===== config.mk =====
export PLATFORM = sky130hd
export DESIGN_NAME = wav_header_parse_peak
export DESIGN_NICKNAME = d
export VERILOG_FILES = /design/src/whpp_pkg.sv /design/src/whpp_div.sv /design/src/whpp_dpath.sv /design/src/whpp_ctrl.sv /design/src/wav_header_parse_peak.sv
export SDC_FILE = /design/constraint.sdc
export NUM_CORES = 1
export LEC_CHECK = 0
export BUFFER_PORTS_ARGS = -buffer_cell sky130_fd_sc_hd__buf_4
export CORE_AREA = 2 2 382 195
export DETAILED_ROUTE_END_ITERATION = 7
export DIE_AREA = 0 0 384 197
export SLEW_MARGIN = 10
export SYNTH_ARGS = -nofsm -noshare
export SYNTH_HDL_FRONTEND = slang
export SYNTH_SLANG_ARGS = --single-unit

===== constraint.sdc =====
create_clock -name i_clk -period 7 [get_ports i_clk]
set_input_delay 0.35 -clock i_clk [delete_from_list [all_inputs] [get_ports i_clk]]
set_output_delay 0.35 -clock i_clk [all_outputs]
set_load 0.02 [all_outputs]

===== src/whpp_pkg.sv =====
// shared types, constants and helpers for the wav header parser
`default_nettype none

package whpp_pkg;

    localparam int BYTE_W   = 8;
    localparam int WORD_W   = 32;
    localparam int HALF_W   = 16;
    localparam int SLOT_W   = 13;
    localparam int BPF_W    = SLOT_W + HALF_W;
    localparam int PEAK_W   = 15;
    localparam int POS_W    = 6;
    localparam int TDATA_W  = 120;
    localparam int TUSER_W  = 2;
    localparam int PADDR_W  = 3;

    typedef logic [1:0] t_kind;
    localparam t_kind KIND_HEADER = 2'd0;
    localparam t_kind KIND_PEAK   = 2'd1;
    localparam t_kind KIND_ERROR  = 2'd2;

    typedef logic [3:0] t_err;
    localparam t_err ERR_NONE       = 4'd0;
    localparam t_err ERR_RIFF       = 4'd1;
    localparam t_err ERR_WAVE       = 4'd2;
    localparam t_err ERR_FMT        = 4'd3;
    localparam t_err ERR_FMT_SIZE   = 4'd4;
    localparam t_err ERR_NON_PCM    = 4'd5;
    localparam t_err ERR_DATA_TAG   = 4'd6;
    localparam t_err ERR_ZERO_FRAME = 4'd7;
    localparam t_err ERR_TRUNCATED  = 4'd8;

    typedef logic [1:0] t_mode;
    localparam t_mode MODE_PEAK = 2'd2;

    localparam logic [PADDR_W-1:0] REG_MODE_ADDR = 3'd0;

    localparam logic [WORD_W-1:0] TAG_RIFF = 32'h4646_4952;
    localparam logic [WORD_W-1:0] TAG_WAVE = 32'h4556_4157;
    localparam logic [WORD_W-1:0] TAG_FMT  = 32'h2074_6D66;
    localparam logic [WORD_W-1:0] TAG_DATA = 32'h6174_6164;
    localparam logic [WORD_W-1:0] FMT_SIZE = 32'd16;
    localparam logic [HALF_W-1:0] FMT_PCM  = 16'd1;

    typedef logic [POS_W-1:0] t_pos;
    localparam t_pos POS_RIFF     = 6'd3;
    localparam t_pos POS_WAVE     = 6'd11;
    localparam t_pos POS_FMT      = 6'd15;
    localparam t_pos POS_FMT_SIZE = 6'd19;
    localparam t_pos POS_FORMAT   = 6'd21;
    localparam t_pos POS_CHANNELS = 6'd23;
    localparam t_pos POS_RATE     = 6'd27;
    localparam t_pos POS_WIDTH    = 6'd35;
    localparam t_pos POS_DATA     = 6'd39;
    localparam t_pos POS_LAST     = 6'd43;

    typedef enum logic [2:0] {
        PH_HEADER = 3'b001,
        PH_DATA   = 3'b010,
        PH_SKIP   = 3'b100
    } t_phase;

    typedef struct packed {
        t_kind               kind;
        t_err                code;
        logic [WORD_W-1:0]   rate;
        logic [HALF_W-1:0]   channels;
        logic [HALF_W-1:0]   width;
        logic [WORD_W-1:0]   frames;
        logic [PEAK_W-1:0]   peak;
    } t_res;

    typedef struct packed {
        logic accept;
        logic pop;
    } t_cmd;

    typedef struct packed {
        logic [1:0] res_count;
        logic       need_div;
        logic       div_done;
    } t_status;

    function automatic logic [PEAK_W-1:0] consider(input logic [PEAK_W-1:0] peak,
                                                   input logic [HALF_W-1:0] v);
        logic [HALF_W-1:0] mag;
        mag = v[HALF_W-1] ? (~v + 16'd1) : v;
        if (v == 16'h8000) begin
            return peak;
        end else if (mag[PEAK_W-1:0] > peak) begin
            return mag[PEAK_W-1:0];
        end else begin
            return peak;
        end
    endfunction

endpackage

`default_nettype wire


===== src/whpp_div.sv =====
// restoring divider for the frame count, one quotient bit per cycle
`default_nettype none

module whpp_div
    import whpp_pkg::*;
(
    input  wire logic              i_clk,
    input  wire logic              i_rst_n,
    input  wire logic              i_start,
    input  wire logic [WORD_W-1:0] i_dividend,
    input  wire logic [BPF_W-1:0]  i_divisor,
    output logic                   o_done,
    output logic [WORD_W-1:0]      o_quotient
);

    localparam int CNT_W = $clog2(WORD_W);
    localparam logic [CNT_W-1:0] CNT_LAST = CNT_W'(WORD_W - 1);

    logic                r_busy, n_busy;
    logic [CNT_W-1:0]    r_cnt, n_cnt;
    logic [WORD_W-1:0]   r_quo, n_quo;
    logic [BPF_W-1:0]    r_rem, n_rem;
    logic [BPF_W-1:0]    r_div, n_div;

    logic [BPF_W:0]      rem_sh;
    logic [BPF_W:0]      diff;
    logic                ge;
    logic [WORD_W-1:0]   quo_step;

    always_comb begin
        rem_sh   = {r_rem, r_quo[WORD_W-1]};
        diff     = rem_sh - {1'b0, r_div};
        ge       = rem_sh >= {1'b0, r_div};
        quo_step = {r_quo[WORD_W-2:0], ge};
        o_done     = r_busy && (r_cnt == CNT_LAST);
        o_quotient = quo_step;

        n_busy = r_busy;
        n_cnt  = r_cnt;
        n_quo  = r_quo;
        n_rem  = r_rem;
        n_div  = r_div;
        if (i_start) begin
            n_busy = 1'b1;
            n_cnt  = '0;
            n_quo  = i_dividend;
            n_rem  = '0;
            n_div  = i_divisor;
        end else if (r_busy) begin
            n_quo = quo_step;
            n_rem = ge ? diff[BPF_W-1:0] : rem_sh[BPF_W-1:0];
            n_cnt = r_cnt + CNT_W'(1);
            if (r_cnt == CNT_LAST) begin
                n_busy = 1'b0;
            end
        end
    end

    always_ff @(posedge i_clk) begin
        if (!i_rst_n) begin
            r_busy <= 1'b0;
            r_cnt  <= '0;
        end else begin
            r_busy <= n_busy;
            r_cnt  <= n_cnt;
        end
        r_quo <= n_quo;
        r_rem <= n_rem;
        r_div <= n_div;
    end

endmodule

`default_nettype wire


===== src/whpp_dpath.sv =====
// parser datapath: header fields, data scan, result registers and divider
`default_nettype none

module whpp_dpath
    import whpp_pkg::*;
(
    input  wire logic              i_clk,
    input  wire logic              i_rst_n,
    input  wire t_cmd              i_cmd,
    input  wire t_mode             i_mode,
    input  wire logic [BYTE_W-1:0] i_byte,
    input  wire logic              i_last,
    output t_status                o_status,
    output t_res                   o_result
);

    t_phase              r_phase, n_phase;
    t_pos                r_pos, n_pos;
    logic [WORD_W-1:0]   r_fs, n_fs;
    logic [HALF_W-1:0]   r_ch, n_ch;
    logic [WORD_W-1:0]   r_rate, n_rate;
    logic [HALF_W-1:0]   r_width, n_width;
    logic [WORD_W-1:0]   r_rem, n_rem;
    logic [SLOT_W-1:0]   r_off, n_off;
    logic [BYTE_W-1:0]   r_low, n_low;
    logic [PEAK_W-1:0]   r_peak, n_peak;
    logic [BPF_W-1:0]    r_bpf;
    t_res                r_first, r_second;

    t_err                err;
    logic                hdr, peak_zero, peak_out, trunc;
    logic [SLOT_W-1:0]   slot, off_inc;
    logic [WORD_W-1:0]   rem_dec;
    t_res                res_a, res_b, res_hdr, res_err, res_peak, res_trunc;
    logic [1:0]          count;
    logic                div_done;
    logic [WORD_W-1:0]   quotient;

    whpp_div u_div (
        .i_clk      (i_clk),
        .i_rst_n    (i_rst_n),
        .i_start    (i_cmd.accept && hdr),
        .i_dividend ({i_byte, r_fs[WORD_W-1:BYTE_W]}),
        .i_divisor  (r_bpf),
        .o_done     (div_done),
        .o_quotient (quotient)
    );

    always_comb begin
        n_phase = r_phase;
        n_pos   = r_pos;
        n_fs    = r_fs;
        n_ch    = r_ch;
        n_rate  = r_rate;
        n_width = r_width;
        n_rem   = r_rem;
        n_off   = r_off;
        n_low   = r_low;
        n_peak  = r_peak;
        err       = ERR_NONE;
        hdr       = 1'b0;
        peak_zero = 1'b0;
        peak_out  = 1'b0;
        slot      = r_width[HALF_W-1:3];
        off_inc   = r_off + SLOT_W'(1);
        rem_dec   = r_rem;
        if (slot == '0) begin
            slot = SLOT_W'(1);
        end

        unique case (r_phase)
            PH_HEADER: begin
                n_fs = {i_byte, r_fs[WORD_W-1:BYTE_W]};
                unique case (r_pos)
                    POS_RIFF:     if (n_fs != TAG_RIFF) err = ERR_RIFF;
                    POS_WAVE:     if (n_fs != TAG_WAVE) err = ERR_WAVE;
                    POS_FMT:      if (n_fs != TAG_FMT) err = ERR_FMT;
                    POS_FMT_SIZE: if (n_fs != FMT_SIZE) err = ERR_FMT_SIZE;
                    POS_FORMAT:   if (n_fs[WORD_W-1:HALF_W] != FMT_PCM) err = ERR_NON_PCM;
                    POS_CHANNELS: n_ch = n_fs[WORD_W-1:HALF_W];
                    POS_RATE:     n_rate = n_fs;
                    POS_WIDTH:    n_width = n_fs[WORD_W-1:HALF_W];
                    POS_DATA:     if (n_fs != TAG_DATA) err = ERR_DATA_TAG;
                    POS_LAST: begin
                        if (r_bpf == '0) begin
                            err = ERR_ZERO_FRAME;
                        end else begin
                            hdr     = 1'b1;
                            n_phase = PH_SKIP;
                            if (i_mode == MODE_PEAK) begin
                                n_peak = '0;
                                if (n_fs == '0) begin
                                    peak_zero = 1'b1;
                                end else begin
                                    n_phase = PH_DATA;
                                    n_rem   = n_fs;
                                    n_off   = '0;
                                end
                            end
                        end
                    end
                    default: ;
                endcase
                if (err != ERR_NONE) begin
                    n_phase = PH_SKIP;
                end else if (r_pos < POS_LAST) begin
                    n_pos = r_pos + POS_W'(1);
                end
            end
            PH_DATA: begin
                if (slot == SLOT_W'(1)) begin
                    if (r_off != '0) begin
                        n_peak = consider(n_peak, {i_byte, r_low});
                    end
                    n_low = i_byte;
                    n_off = SLOT_W'(1);
                    if (r_rem == WORD_W'(1)) begin
                        n_peak = consider(n_peak, {8'h00, i_byte});
                    end
                end else begin
                    if (r_off == '0) begin
                        n_low = i_byte;
                    end else if (r_off == SLOT_W'(1) &&
                                 r_rem >= WORD_W'(slot - SLOT_W'(1))) begin
                        n_peak = consider(n_peak, {i_byte, r_low});
                    end
                    n_off = (off_inc >= slot) ? '0 : off_inc;
                end
                if (r_rem != '0) begin
                    rem_dec = r_rem - WORD_W'(1);
                end
                n_rem = rem_dec;
                if (rem_dec == '0) begin
                    peak_out = 1'b1;
                    n_phase  = PH_SKIP;
                end
            end
            PH_SKIP: ;
            default: ;
        endcase

        trunc = i_last && (n_phase != PH_SKIP);

        res_hdr   = '{kind: KIND_HEADER, code: ERR_NONE, rate: r_rate, channels: r_ch,
                      width: r_width, frames: '0, peak: '0};
        res_err   = '{kind: KIND_ERROR, code: err, rate: '0, channels: '0,
                      width: '0, frames: '0, peak: '0};
        res_peak  = '{kind: KIND_PEAK, code: ERR_NONE, rate: '0, channels: '0,
                      width: '0, frames: '0, peak: (peak_zero ? '0 : n_peak)};
        res_trunc = '{kind: KIND_ERROR, code: ERR_TRUNCATED, rate: '0, channels: '0,
                      width: '0, frames: '0, peak: '0};

        res_a = res_trunc;
        res_b = res_trunc;
        count = 2'd0;
        if (hdr) begin
            res_a = res_hdr;
            if (peak_zero) begin
                res_b = res_peak;
                count = 2'd2;
            end else if (trunc) begin
                count = 2'd2;
            end else begin
                count = 2'd1;
            end
        end else if (err != ERR_NONE) begin
            res_a = res_err;
            count = 2'd1;
        end else if (peak_out) begin
            res_a = res_peak;
            count = 2'd1;
        end else if (trunc) begin
            count = 2'd1;
        end

        if (i_last) begin
            n_phase = PH_HEADER;
            n_pos   = '0;
            n_fs    = '0;
            n_ch    = '0;
            n_rate  = '0;
            n_width = '0;
            n_rem   = '0;
            n_off   = '0;
            n_low   = '0;
            n_peak  = '0;
        end

        o_status = '{res_count: count, need_div: hdr, div_done: div_done};
        o_result = r_first;
    end

    always_ff @(posedge i_clk) begin
        if (!i_rst_n) begin
            r_phase <= PH_HEADER;
            r_pos   <= '0;
            r_fs    <= '0;
            r_ch    <= '0;
            r_rate  <= '0;
            r_width <= '0;
            r_rem   <= '0;
            r_off   <= '0;
            r_low   <= '0;
            r_peak  <= '0;
        end else if (i_cmd.accept) begin
            r_phase <= n_phase;
            r_pos   <= n_pos;
            r_fs    <= n_fs;
            r_ch    <= n_ch;
            r_rate  <= n_rate;
            r_width <= n_width;
            r_rem   <= n_rem;
            r_off   <= n_off;
            r_low   <= n_low;
            r_peak  <= n_peak;
        end
    end

    // bytes per frame, settled well before the last header byte
    always_ff @(posedge i_clk) begin
        r_bpf <= BPF_W'(r_width[HALF_W-1:3]) * BPF_W'(r_ch);
        if (i_cmd.accept && count != 2'd0) begin
            r_first  <= res_a;
            r_second <= res_b;
        end else if (i_cmd.pop) begin
            r_first <= r_second;
        end else if (div_done) begin
            r_first.frames <= quotient;
        end
    end

endmodule

`default_nettype wire


===== src/whpp_ctrl.sv =====
// flow controller: input stall, division wait and result hand-off
`default_nettype none

module whpp_ctrl
    import whpp_pkg::*;
(
    input  wire logic    i_clk,
    input  wire logic    i_rst_n,
    input  wire logic    i_in_valid,
    input  wire logic    i_out_ready,
    input  wire t_status i_status,
    output logic         o_in_ready,
    output logic         o_out_valid,
    output t_cmd         o_cmd
);

    typedef enum logic [1:0] {
        CS_RUN = 2'b01,
        CS_DIV = 2'b10
    } t_ctrl_state;

    t_ctrl_state r_state, n_state;
    logic        r_out_valid, n_out_valid;
    logic        r_second, n_second;
    logic        out_take;

    always_comb begin
        o_in_ready  = (r_state == CS_RUN) && !r_second && (!r_out_valid || i_out_ready);
        o_out_valid = r_out_valid;
        out_take    = r_out_valid && i_out_ready;
        o_cmd.accept = i_in_valid && o_in_ready;
        o_cmd.pop    = out_take && r_second;

        n_state     = r_state;
        n_out_valid = r_out_valid;
        n_second    = r_second;
        unique case (r_state)
            CS_RUN: begin
                if (o_cmd.accept) begin
                    n_second = (i_status.res_count == 2'd2);
                    if (i_status.need_div) begin
                        n_state     = CS_DIV;
                        n_out_valid = 1'b0;
                    end else begin
                        n_out_valid = (i_status.res_count != 2'd0);
                    end
                end else if (out_take) begin
                    if (r_second) begin
                        n_second = 1'b0;
                    end else begin
                        n_out_valid = 1'b0;
                    end
                end
            end
            CS_DIV: begin
                if (i_status.div_done) begin
                    n_state     = CS_RUN;
                    n_out_valid = 1'b1;
                end
            end
            default: n_state = CS_RUN;
        endcase
    end

    always_ff @(posedge i_clk) begin
        if (!i_rst_n) begin
            r_state     <= CS_RUN;
            r_out_valid <= 1'b0;
            r_second    <= 1'b0;
        end else begin
            r_state     <= n_state;
            r_out_valid <= n_out_valid;
            r_second    <= n_second;
        end
    end

endmodule

`default_nettype wire


===== src/wav_header_parse_peak.sv =====
// top level: wav header parser with peak scan, stream ports and register port
//
// Takes a WAV file one byte per word on the input stream (tlast on the final
// byte) and checks the 44-byte canonical header. Header and data bytes are
// taken at one per cycle unless the input is stalled. After the last byte of
// a valid header the input stalls while the frame-count divider produces one
// quotient bit per cycle; the header result appears when it finishes. A byte
// that yields two results holds the input until the second result has been
// taken. The output word sits in a register, and a new byte is accepted in
// the same cycle as the pending result is taken. report_mode lives at address
// 0 of the register port; write it only while the block is idle.
`default_nettype none

module wav_header_parse_peak
    import whpp_pkg::*;
(
    input  wire logic               i_clk,
    input  wire logic               i_rst_n,
    input  wire logic               s_axis_tvalid,
    output logic                    s_axis_tready,
    input  wire logic [BYTE_W-1:0]  s_axis_tdata,   // in_byte
    input  wire logic               s_axis_tlast,
    output logic                    m_axis_tvalid,
    input  wire logic               m_axis_tready,
    // error_code, sample_rate, channel_count, sample_width_bits,
    // frame_count, peak_value, zero fill
    output logic [TDATA_W-1:0]      m_axis_tdata,
    output logic [TUSER_W-1:0]      m_axis_tuser,   // result_kind
    input  wire logic               psel,
    input  wire logic               penable,
    input  wire logic               pwrite,
    input  wire logic [PADDR_W-1:0] paddr,
    input  wire logic [WORD_W-1:0]  pwdata,
    output logic [WORD_W-1:0]       prdata,
    output logic                    pready
);

    t_mode   r_mode;
    t_cmd    cmd;
    t_status status;
    t_res    result;
    logic    reg_hit;

    assign reg_hit = (paddr[PADDR_W-1:2] == REG_MODE_ADDR[PADDR_W-1:2]);
    assign pready  = 1'b1;
    assign prdata  = reg_hit ? {{(WORD_W-2){1'b0}}, r_mode} : '0;

    always_ff @(posedge i_clk) begin
        if (!i_rst_n) begin
            r_mode <= '0;
        end else if (psel && penable && pwrite && reg_hit) begin
            r_mode <= pwdata[1:0];
        end
    end

    whpp_ctrl u_ctrl (
        .i_clk       (i_clk),
        .i_rst_n     (i_rst_n),
        .i_in_valid  (s_axis_tvalid),
        .i_out_ready (m_axis_tready),
        .i_status    (status),
        .o_in_ready  (s_axis_tready),
        .o_out_valid (m_axis_tvalid),
        .o_cmd       (cmd)
    );

    whpp_dpath u_dpath (
        .i_clk    (i_clk),
        .i_rst_n  (i_rst_n),
        .i_cmd    (cmd),
        .i_mode   (r_mode),
        .i_byte   (s_axis_tdata),
        .i_last   (s_axis_tlast),
        .o_status (status),
        .o_result (result)
    );

    assign m_axis_tdata = {5'b0, result.peak, result.frames, result.width,
                           result.channels, result.rate, result.code};
    assign m_axis_tuser = result.kind;

    a_done_stalled: assert property (@(posedge i_clk) disable iff (!i_rst_n)
        status.div_done |-> !s_axis_tready)
        else $error("divider finished while input was open");

    a_div_hides_out: assert property (@(posedge i_clk) disable iff (!i_rst_n)
        (cmd.accept && status.need_div) |=> !m_axis_tvalid)
        else $error("result shown before frame count was ready");

    a_pop_on_take: assert property (@(posedge i_clk) disable iff (!i_rst_n)
        cmd.pop |-> (m_axis_tvalid && m_axis_tready && !s_axis_tready))
        else $error("second result moved without a take");

    a_no_result: assert property (@(posedge i_clk) disable iff (!i_rst_n)
        (cmd.accept && status.res_count == 2'd0 && !status.need_div) |=> !m_axis_tvalid)
        else $error("word shown for a byte with no result");

endmodule

`default_nettype wire

# ---- Word-level counts from Yosys, hierarchy flattened
# Index checks and enable logic that the tools add are counted.
dict set report totals {
  register_bits 538
  in_bits 51
  wordCells 255
  output_inout_bits 157
}
dict set report op_classes {
  mul 1
  n_reduce_logical 51
  mux 115
  n_addsub 7
  n_bitwise 3
  n_lt_le_gt_ge 6
  n_eq_ne 38
}
# operator count
set ops {}
lappend ops {{117-bit 2-to-1 mux} 5}
lappend ops {{32-bit 2-to-1 mux} 16}
lappend ops {{15-bit 2-to-1 mux} 17}
lappend ops {{13-bit 2-to-1 mux} 8}
lappend ops {{16-bit 2-to-1 mux} 6}
lappend ops {{32-bit by 31-bit inequality test with 1-bit output, second input constant} 3}
lappend ops {{70-bit 2-to-1 mux} 1}
lappend ops {{32-bit logical NOT} 2}
lappend ops {{32-bit one-hot mux with 2 select lines} 1}
lappend ops {{3-bit 2-to-1 mux} 11}
lappend ops {{32-bit by 1-bit == test with 1-bit output, second input constant} 1}
lappend ops {{32-bit >= comparator} 1}
lappend ops {{8-bit 2-to-1 mux} 4}
lappend ops {{32-bit by 30-bit inequality test with 1-bit output, second input constant} 1}
lappend ops {{32-bit by 5-bit inequality test with 1-bit output, second input constant} 1}
lappend ops {{32-bit nonzero test} 1}
lappend ops {{32-bit by 1-bit subtractor with 32-bit output, second input constant} 1}
lappend ops {{30-bit by 29-bit >= comparator with 1-bit output} 1}
lappend ops {{15-bit one-hot mux with 2 select lines} 1}
lappend ops {{29-bit logical NOT} 1}
lappend ops {{13-bit by 16-bit multiplier with 29-bit output} 1}
lappend ops {{29-bit 2-to-1 mux} 1}
lappend ops {{29-bit subtractor} 1}
lappend ops {{4-bit one-hot mux with 7 select lines} 1}
lappend ops {{49 further kinds} 134}

# ---- Longest topological paths before layout
# Gate-level depths: netlist (run 1).
dict set report depth {
  word_depth 19
  depth_mapped 26
  mapped_depth_nobuf 25
}

# ---- Modules after synthesis
# From an unflattened synthesis (run 1), not the netlist that was laid out.
dict set report unflattened {
  cells_unflattened 3127
  area_unflattened_um2 29363.2
}
# mod cells_per_inst area_each_um2 n_inst
set by_module_without_submodules {}
lappend by_module_without_submodules {whpp_dpath 2467 22883.2 1}
lappend by_module_without_submodules {whpp_div 584 5861.9 1}
lappend by_module_without_submodules {wav_header_parse_peak 49 384.1 1}
lappend by_module_without_submodules {whpp_ctrl 27 234.0 1}

# ---- Worst setup path before layout (run 1)
# OpenSTA, ideal clock, no wires.
dict set report synth_timing {
  path_type {flip-flop to flip-flop}
  startpoint {register u_dpath.r_width[6]}
  endpoint {register u_dpath.r_bpf[28]}
  path_stages_with_launch 23
  slack_ps 838
  synth_period_minus_slack_ps 6162
  setup_time_ps 72
  path_buffers 2
  t_arrival_ps 6090
  required_ps 6928
  path_cell_list {dfxtp_1 -> clkbuf_1 -> clkbuf_1 -> nand2_1 -> fa_1 -> inv_1 -> fa_1 -> inv_1 -> fa_1 -> inv_1 -> fa_1 -> fa_1 -> ha_1 -> or3_1 -> o21bai_1 -> a31oi_1 -> o21ai_0 -> o211ai_1 -> nand3_1 -> or4_1 -> a31o_2 -> a21oi_1 -> xnor2_1}
}
dict set report synth_via {
  elab_chain_len 1
}
# element line_no
set synth_lines {}
lappend synth_lines {{from (decl)} whpp_dpath.sv:22} ;# logic [HALF_W-1:0] r_width, n_width;
lappend synth_lines {{from (signal assigned)} whpp_dpath.sv:211} ;# r_width <= n_width;
lappend synth_lines {{13-bit by 16-bit multiplier with 29-bit output} whpp_dpath.sv:221} ;# r_bpf <= BPF_W'(r_width[HALF_W-1:3]) * BPF_W'(r_ch);
lappend synth_lines {{to (signal assigned)} whpp_dpath.sv:221}
lappend synth_lines {{to (decl)} whpp_dpath.sv:27} ;# logic [BPF_W-1:0] r_bpf;
# No other way between the ends.
# A chain may end at the register's enable or synchronous reset.

# ---- Final worst setup path (run 1)
dict set report layout_timing {
  startpoint {register u_dpath.r_low[0]}
  endpoint {register u_dpath.r_first (netlist bit u_dpath.o_result[1]) (data pin)}
}
dict set report layout_via {
  elab_chain_len 19
  word_cells_on_any_way 22
  classes_between {add/sub: 1; order compare: 2; eq/ne: 1; mux: 17; bitwise: 1}
}
# element line_no
set layout_lines {}
lappend layout_lines {{from (decl)} whpp_dpath.sv:25} ;# logic [BYTE_W-1:0] r_low, n_low;
lappend layout_lines {{from (signal assigned)} whpp_dpath.sv:214} ;# r_low <= n_low;
lappend layout_lines {{15-bit inverter} whpp_pkg.sv:87} ;# mag = v[HALF_W-1] ? (~v + 16'd1) : v;
lappend layout_lines {{15-bit by 1-bit adder with 15-bit output} whpp_pkg.sv:87}
lappend layout_lines {{15-bit 2-to-1 mux} whpp_pkg.sv:87}
lappend layout_lines {{15-bit > comparator} whpp_pkg.sv:90} ;# end else if (mag[PEAK_W-1:0] > peak) begin
lappend layout_lines {{15-bit 2-to-1 mux} whpp_pkg.sv:90}
lappend layout_lines {{15-bit 2-to-1 mux *} whpp_pkg.sv:88} ;# if (v == 16'h8000) begin
lappend layout_lines {{15-bit 2-to-1 mux} whpp_dpath.sv:112} ;# if (r_off != '0) begin
lappend layout_lines {{15-bit 2-to-1 mux} whpp_dpath.sv:111} ;# if (slot == SLOT_W'(1)) begin
lappend layout_lines {{[... 3 more ...]} n/a}
lappend layout_lines {{15-bit 2-to-1 mux} whpp_dpath.sv:117} ;# if (r_rem == WORD_W'(1)) begin
lappend layout_lines {{15-bit 2-to-1 mux *} whpp_dpath.sv:111}
lappend layout_lines {{15-bit one-hot mux with 2 select lines *} whpp_dpath.sv:71} ;# unique case (r_phase)
lappend layout_lines {{15-bit 2-to-1 mux *} whpp_dpath.sv:149} ;# width: '0, frames: '0, peak: (peak_zero ? '0 : n_peak)};
lappend layout_lines {{117-bit 2-to-1 mux *} whpp_dpath.sv:169} ;# end else if (peak_out) begin
lappend layout_lines {{117-bit 2-to-1 mux *} whpp_dpath.sv:166} ;# end else if (err != ERR_NONE) begin
lappend layout_lines {{117-bit 2-to-1 mux *} whpp_dpath.sv:156} ;# if (hdr) begin
lappend layout_lines {{117-bit 2-to-1 mux *} whpp_dpath.sv:222} ;# if (i_cmd.accept && count != 2'd0) begin
lappend layout_lines {{to (signal assigned)} whpp_dpath.sv:223} ;# r_first <= res_a;
lappend layout_lines {{to (signal assigned)} whpp_dpath.sv:226} ;# r_first <= r_second;
lappend layout_lines {{to (decl)} whpp_dpath.sv:28} ;# t_res r_first, r_second;
# Mark *: on every way between the ends. The rest lies on a longest branch, timed or not. The select of a mux whose other input is x is not followed.

==> key figures, run 1 <==
Synth
  – Ys Warns: 0
  – Post-synth EDFFs: 195
  – Post-synth top area cell: edfxtp_1
  – Synth Instances: 3106
  – Seq/Total Area, Yosys: 36.94%
  – Yosys reg bits: 430
  – Synth top area cells: edfxtp_1, dfxtp_1, fa_1
  – Async S/R FF share, synth: 0%
  – Mean post-synth cell area: 9.204 um2
  – Synth Flop Type: dfxtp_1
  – Netlist cell types: 82
  – Mapped Area: 0.02859 mm2
  – Synth top area share: 20.48%

Worst setup path
  – Setup crit start kind: flip-flop
  – Worst EP required: 7.31 ns
  – Critical setup path kind: reg -> reg
  – CP Data Arrival Time: 6.88 ns
  – Slowest-stage cell, CP: or4b_2
  – Max incr delay on CP: 0.68 ns
  – WP buf/inv: 3
  – CP dominant cell by count: ha_1
  – Critical path fanouts, max: 12
  – Top Family by Delay on Critical Path: simple AND/OR/NAND/NOR gates
  – Worst Setup End Kind: flip-flop

Final layout
  – Ant diodes: 0
  – Leading cell types in the layout, fill and taps excluded: nand2_1, nor2_1, inv_1, dfxtp_1, buf_4
  – P&R area growth vs syn: 12.09%
  – Final Net Count: 3598
  – Most common cell after layout, fill and taps aside: nand2_1
  – Layout Cells excl Fill: 4215
  – Filler cells: 7023
  – Final cell area excluding filler cells: 0.03204 mm2
  – Ratio of cells with drive above 1 in the final layout: 9.467%

Drt
  – Drt first pass iters: 6
  – DRC: 0
  – Average vias per placed instance: 5.560
  – Met2 WL: 31710 um
  – Remaining antenna violation count after routing: 0
  – WL met1: 46470 um
  – DR vias: 23434
  – Wire length per cell: 21.65 um
  – WL met3: 11850 um
  – Starting DRC count in detailed routing: 2945
  – DR top layer: met5
  – Final wirelength: 91250 um

CTS
  – Clock buffer depth: 3
  – Clock Root Buffer: clkbuf_16
  – CTS HTree Levels: 2
  – CTS sink count: 430
  – Clk_lat worst skew: 0.61 ns
  – Post-CTS setup buffers: 0
  – Worst-path clk slew: 0.07 ns
  – CTS tree: yes
  – Total CTS buffers: 42

STA
  – Crit share post-route: 93.96%
  – PnR worst setup slack: 0.4227 ns
  – Fmax: 0.1520 GHz
  – Slew of the pin with the lowest slew margin: 1.335 ns
  – Final min period: 6.577 ns
  – Setup violations, final: 0
  – Final setup skew: 0.04609 ns
  – Fin Setup TNS: 0 ns
  – Slew Limit Fails: 0
  – RSZ-0062 raised after global routing: false
  – Max_slew headroom: 10.82%
  – Final Hold Viols: 0

Pwr
  – Leakage: 0.01376 uW
  – Maximum vdd ir drop: 0.2059 mV
  – Power density cells: 186.5 mW/mm2

Floorplan
  – Die W: 384 um
  – Ports: 208
  – Die height: 197 um
  – Core area: 0.07226 mm2
  – Die area: 0.07565 mm2
  – Floorplan row count: 70
  – Initial Utilization: 39.56%

Global routing
  – First-pass GRT wire length: 138200 um
  – Initial antenna violation count: 1
  – Number of global-route vias before repair: 21586
  – Global route overflow: 0
  – Largest net degree at the start of global routing: 93
  – GRT Overall Usage: 23.88%

Placement
  – Dpl cells: 4135
  – Hpwl dp: 67380 um
  – Placement Cell Area: 0.03068 mm2
  – Pre-CTS worst setup slack: 0.5276 ns
  – I/O Buffers: 139
  – RePlAce Congestion: 0.9772

Job
  – MaxCap Viol Count: 0

Status
  – Status: completed

Worst hold path
  – Hold crit path type: in -> reg
==> through the flow <==
stage / power (uW) / hold WS (ns) / util (%)
2_1_floorplan: 3438 / 0.4086 / -
3_3_place_gp: 3687 / 0.4186 / 42.46
3_5_place_dp: 3690 / 0.4188 / 42.46
4_1_cts: 5986 / 0.08646 / 44.34
5_1_grt: 6201 / 0.09264 / 44.35
6_report: 5976 / 0.1040 / 44.35
==> report_power, final <==
| part | leakage [uW] | internal (uW) | switching [uW] | total [uW] |
|---|---|---|---|---|
| Combinational | 0.00925 | 329 | 566 | 894 |
| Sequential | 0.00384 | 2700 | 60.0 | 2760 |
| Clock | 0.000661 | 1210 | 1110 | 2320 |
==> cell type report <==
cell class	instances	area [um2]	share of cell area [%]
Tap cell	972	1216	3.795
Timing Repair Buffer	206	1564	4.881
Inverter	256	964.7	3.011
Clock inverter	24	202.7	0.6326
Sequential cell	430	10560	32.96
Multi-Input combinational cell	2273	16400	51.18
Clock buffer	54	1136	3.545
==> flip-flops by register name (all words and copies together) (netlist names), 2 cells and up <==
name,cells
u_dpath.u_div.r_rem,29
u_dpath.r_off,13
r_mode,2
u_dpath.r_peak,15
u_dpath.o_result,117
u_dpath.u_div.r_quo,32
u_dpath.r_second,17
u_dpath.u_div.r_cnt,5
u_dpath.u_div.r_div,29
u_dpath.r_rate,32
u_dpath.r_pos,6
u_ctrl.r_state,2
u_dpath.r_ch,16
u_dpath.r_fs,24
u_dpath.r_phase,3
u_dpath.r_width,16
u_dpath.r_rem,32
u_dpath.r_bpf,29
u_dpath.r_low,8
==> cell usage after synthesis, drive strengths merged (16+ instances only) <==
| cell type | instances |
|---|---|
| or4 | 19 |
| nor3 | 74 |
| edfxtp | 195 |
| nor4 | 38 |
| clkbuf | 161 |
| fa | 155 |
| or3 | 21 |
| and2 | 142 |
| xor2 | 25 |
| nor2b | 20 |
| buf | 54 |
| mux2i | 26 |
| xnor2 | 69 |
| ha | 183 |
| nor2 | 258 |
| dfxtp | 235 |
| nand3 | 61 |
| a22oi | 118 |
| nand4 | 32 |
| inv | 255 |
| a31oi | 16 |
| nand2 | 341 |
| and3 | 53 |
| nand2b | 24 |
| a21o | 28 |
| a21oi | 153 |
| o21ai | 127 |
| o21a | 19 |
==> kinds of logic after synthesis <==
family          count (synthesis)  share of synthesized area [%]
xor+xnor                       94                          2.880
mux                            28                         0.9891
compound gates                607                          13.90
simple gates                 1136                          19.61
other cells                     2                        0.02627
fa+ha+maj                     338                          18.86
buf+inv                       471                          6.793
flops                         430                          36.94
==> final timing paths <==
kind                                         from                 endpoint  slack (ns)  cells past startpoint
worst max-delay path             u_dpath.r_low[0]      u_dpath.o_result[1]        0.42                     26
worst min register to register  u_dpath.r_bpf[19]  u_dpath.u_div.r_div[19]        0.44                      0
worst max register to register   u_dpath.r_low[0]      u_dpath.o_result[1]        0.42                     26
worst min-delay path                      i_rst_n       u_dpath.r_phase[0]        0.10                      2
==> worst reg2reg max path, cell delays in order, from the launching register on <==
cell and delay [ns]:
dfxtp_1 0.38, inv_1 0.11, ha_1 0.21, or4b_2 0.68, nand4b_1 0.27, and2_1 0.22, xor2_1 0.18, ha_1 0.34
nand4_1 0.20, or4_1 0.64, o311a_1 0.14, a21boi_2 0.22, buf_4 0.25, nor2_1 0.09, a21o_1 0.13, inv_1 0.06
ha_1 0.29, nand3_1 0.07, nor2_1 0.15, a221oi_1 0.11, or4_1 0.57, nor3_1 0.17, a31oi_1 0.09, nand3_1 0.26
o21ai_0 0.18, a22oi_1 0.20, o21ai_0 0.12
==> timing repair <==
item / in CTS / in global routing
hold buffers: 2 / 0
resized for setup: 0 / 1
endpoints found under the hold margin: 2 / 0
setup endpoints to repair: 0 / 1
==> per-layer routing <==
| layer | GRT usage (%) | vias to the layer above |
|---|---|---|
| met1 | 39.53 | 11272 |
| met4 | 3.486 | 2 |
| met3 | 8.788 | 83 |
| li1 | - | 10940 |
| met2 | 28.30 | 1137 |
| met5 | 0.4470 | - |
Power figures use the tool's default switching activity.
==> inputs of run 2 (changes only) <==
--- a/config.mk
+++ b/config.mk
@@ -5,7 +5,7 @@
 export SDC_FILE = /design/constraint.sdc
 export NUM_CORES = 1
 export LEC_CHECK = 0
-export BUFFER_PORTS_ARGS = -buffer_cell sky130_fd_sc_hd__buf_4
+export BUFFER_PORTS_ARGS = -buffer_cell sky130_fd_sc_hd__buf_2
 export CORE_AREA = 2 2 382 195
 export DETAILED_ROUTE_END_ITERATION = 7
 export DIE_AREA = 0 0 384 197
==> run 2 against run 1 <==
Setup slack improved by 0.087 ns. Critical path depth fell by 6. Die area did not move. Power rose by 2.5%. Wire length fell by 0.45%. Critical endpoint is now u_dpath.r_bpf[28]. Largest power group unchanged. Sequential share of layout area rose by 0.10 points. Highest routed layer unchanged. Global-route usage rose by 0.15 points.
==> key figures, run 2 (synthesis gave the netlist of run 1 again) <==
Worst setup path
  – Setup slack, reg-to-reg: 0.51 ns (was 0.42 ns)
  – Worst Setup SP: u_dpath.r_width[5] (was u_dpath.r_low[0])
  – Reg-to-Reg End: u_dpath.r_bpf[28] (was u_dpath.o_result[1])
  – CP endpoint: u_dpath.r_bpf[28] (was u_dpath.o_result[1])
  – Reg2Reg Launch Point: u_dpath.r_width[5] (was u_dpath.r_low[0])
  – FF-to-FF path depth: 20 (was 26)
  – Critical path fanouts, max: 17 (was 12)
  – Worst EP required: 7.57 ns (was 7.31 ns)
  – Worst Setup End Kind: flip-flop (unchanged)
  – Setup crit start kind: flip-flop (unchanged)
  – CP Data Arrival Time: 7.06 ns (was 6.88 ns)
  – Critical setup path kind: reg -> reg (unchanged)

Floorplan
  – Die height: 197 um (unchanged)
  – Floorplan row count: 70 (unchanged)
  – Die area: 0.07565 mm2 (unchanged)
  – Ports: 208 (unchanged)
  – Core area: 0.07226 mm2 (unchanged)
  – Die W: 384 um (unchanged)
  – Initial Utilization: 39.56% (unchanged)

STA
  – Fmax: 0.1541 GHz (was 0.1520 GHz)
  – Slew Limit Fails: 0 (unchanged)
  – Max_slew headroom: 16.18% (was 10.82%)
  – RSZ-0062 raised after global routing: false (unchanged)
  – Crit share post-route: 92.72% (was 93.96%)
  – Final min period: 6.490 ns (was 6.577 ns)
  – Fin Setup TNS: 0 ns (unchanged)
  – Slew of the pin with the lowest slew margin: 1.255 ns (was 1.335 ns)
  – Final setup skew: 0.04250 ns (was 0.04609 ns)
  – Final Hold Viols: 0 (unchanged)
  – Setup violations, final: 0 (unchanged)
  – Hold slack: 0.1290 ns (was 0.1040 ns)

Final layout
  – Final Net Count: 3612 (was 3598)
  – Max FFs per register: 117 (unchanged)
  – Leading cell types in the layout, fill and taps excluded: nand2_1, nor2_1, inv_1, dfxtp_1, edfxtp_1 (was nand2_1, nor2_1, inv_1, dfxtp_1, buf_4)
  – Ant diodes: 0 (unchanged)
  – Most common cell after layout, fill and taps aside: nand2_1 (unchanged)
  – Ratio of cells with drive above 1 in the final layout: 9.948% (was 9.467%)
  – P&R area growth vs syn: 11.73% (was 12.09%)
  – Filler cells: 6957 (was 7023)

Global routing
  – Global route overflow: 0 (unchanged)
  – Initial antenna violation count: 2 (was 1)
  – GRT Overall Usage: 24.03% (was 23.88%)
  – Largest net degree at the start of global routing: 79 (was 93)
  – First-pass GRT wire length: 138000 um (was 138200 um)
  – Number of global-route vias before repair: 21406 (was 21586)

Pwr
  – Power density cells: 191.8 mW/mm2 (was 186.5 mW/mm2)
  – Leakage: 0.01379 uW (was 0.01376 uW)
  – Maximum vdd ir drop: 0.1441 mV (was 0.2059 mV)

Drt
  – Remaining antenna violation count after routing: 0 (unchanged)
  – Average vias per placed instance: 5.491 (was 5.560)
  – Starting DRC count in detailed routing: 3073 (was 2945)
  – Final wirelength: 90850 um (was 91250 um)
  – Wire length per cell: 21.48 um (was 21.65 um)
  – DR vias: 23222 (was 23434)
  – DRC: 0 (unchanged)
  – Drt first pass iters: 6 (unchanged)

CTS
  – Worst-path clk slew: 0.08 ns (was 0.07 ns)
  – CTS tree: yes (unchanged)
  – Clk_lat worst skew: 0.64 ns (was 0.61 ns)
  – Clock buffer depth: 3 (unchanged)
  – Post-CTS setup buffers: 0 (unchanged)
  – CTS sink count: 430 (unchanged)
  – CTS HTree Levels: 2 (unchanged)
  – Clock Root Buffer: clkbuf_16 (unchanged)
  – Total CTS buffers: 43 (was 42)

Job
  – MaxCap Viol Count: 0 (unchanged)

Placement
  – RePlAce Congestion: 0.9840 (was 0.9772)
  – I/O Buffers: 139 (unchanged)
  – Hpwl dp: 67920 um (was 67380 um)

Worst hold path
  – Hold crit path type: in -> reg (unchanged)

Status
  – Status: completed (unchanged)
## run 2: what timing repair did
item	4_1_cts	5_1_grt
hold buffers	2	0
setup endpoints to repair	0	12
hold endpoints to repair	2	0
resized for setup	0	1
## run 2: metrics by stage
step                      worst slack [ns]  cell area [um2]  power (uW)  utilization (%)  cells
final                               0.5097            31940        6127            44.21   4229
after global routing               0.06654            31940        6362            44.21   4229
after CTS                           0.3507            31940        6147            44.20   4229
after detailed placement            0.4039            30430        3666            42.11   4148
after global placement              0.5261            30430        3663            42.11   4148
after floorplan                     0.8380            28840        3438                -   3174
## run 2: critical path, cell delays in order, from the launching register on
cell,delay (ns)
dfxtp_1,0.81
nand2_1,0.18
fa_1,0.53
inv_1,0.05
fa_1,0.53
fa_1,0.52
inv_1,0.05
fa_1,0.46
fa_1,0.55
inv_1,0.04
ha_1,0.22
or3_1,0.40
o21bai_1,0.18
a31oi_1,0.31
o21ai_0,0.22
o211ai_1,0.22
nand3_1,0.14
or4_1,0.44
a31o_2,0.26
a21oi_1,0.17
xnor2_1,0.13
## run 2: report_power, final
| part | internal [uW] | switching, uW | total, uW |
|---|---|---|---|
| Sequential | 2700 | 59.3 | 2760 |
| Combinational | 307 | 562 | 869 |
| Clock | 1360 | 1140 | 2490 |
## run 2: cell type report
class                      instances  area, um2  area share [%]
clock buffer                      56       1206           3.776
tap                              972       1216           3.807
inverter                         256      964.7           3.020
timing repair buffer             219       1314           4.113
clock inverter                    23      280.3          0.8774
sequential                       430      10560           33.06
multi-input combinational       2273      16400           51.34
## run 2: worst min-delay path by stage
stage,startpoint,end,slack (ns),cells after the start
finish,m_axis_tready,u_ctrl.r_second,0.13,4
floorplan,u_dpath.r_bpf[15],u_dpath.u_div.r_div[15],0.41,0
global placement,u_dpath.r_bpf[2],u_dpath.u_div.r_div[2],0.41,0
detailed placement,u_dpath.r_bpf[2],u_dpath.u_div.r_div[2],0.42,0
global route,m_axis_tready,u_ctrl.r_second,0.17,4
CTS,m_axis_tready,u_ctrl.r_second,0.08,4
## run 2: layer usage
metal / up-vias / wire length [um] / global-route usage, %
met1: 11027 / 46390 / 39.58
li1: 10947 / - / -
met4: 4 / 1350 / 4.372
met5: - / 90 / 1.596
met3: 97 / 12250 / 9.585
met2: 1147 / 30760 / 27.62
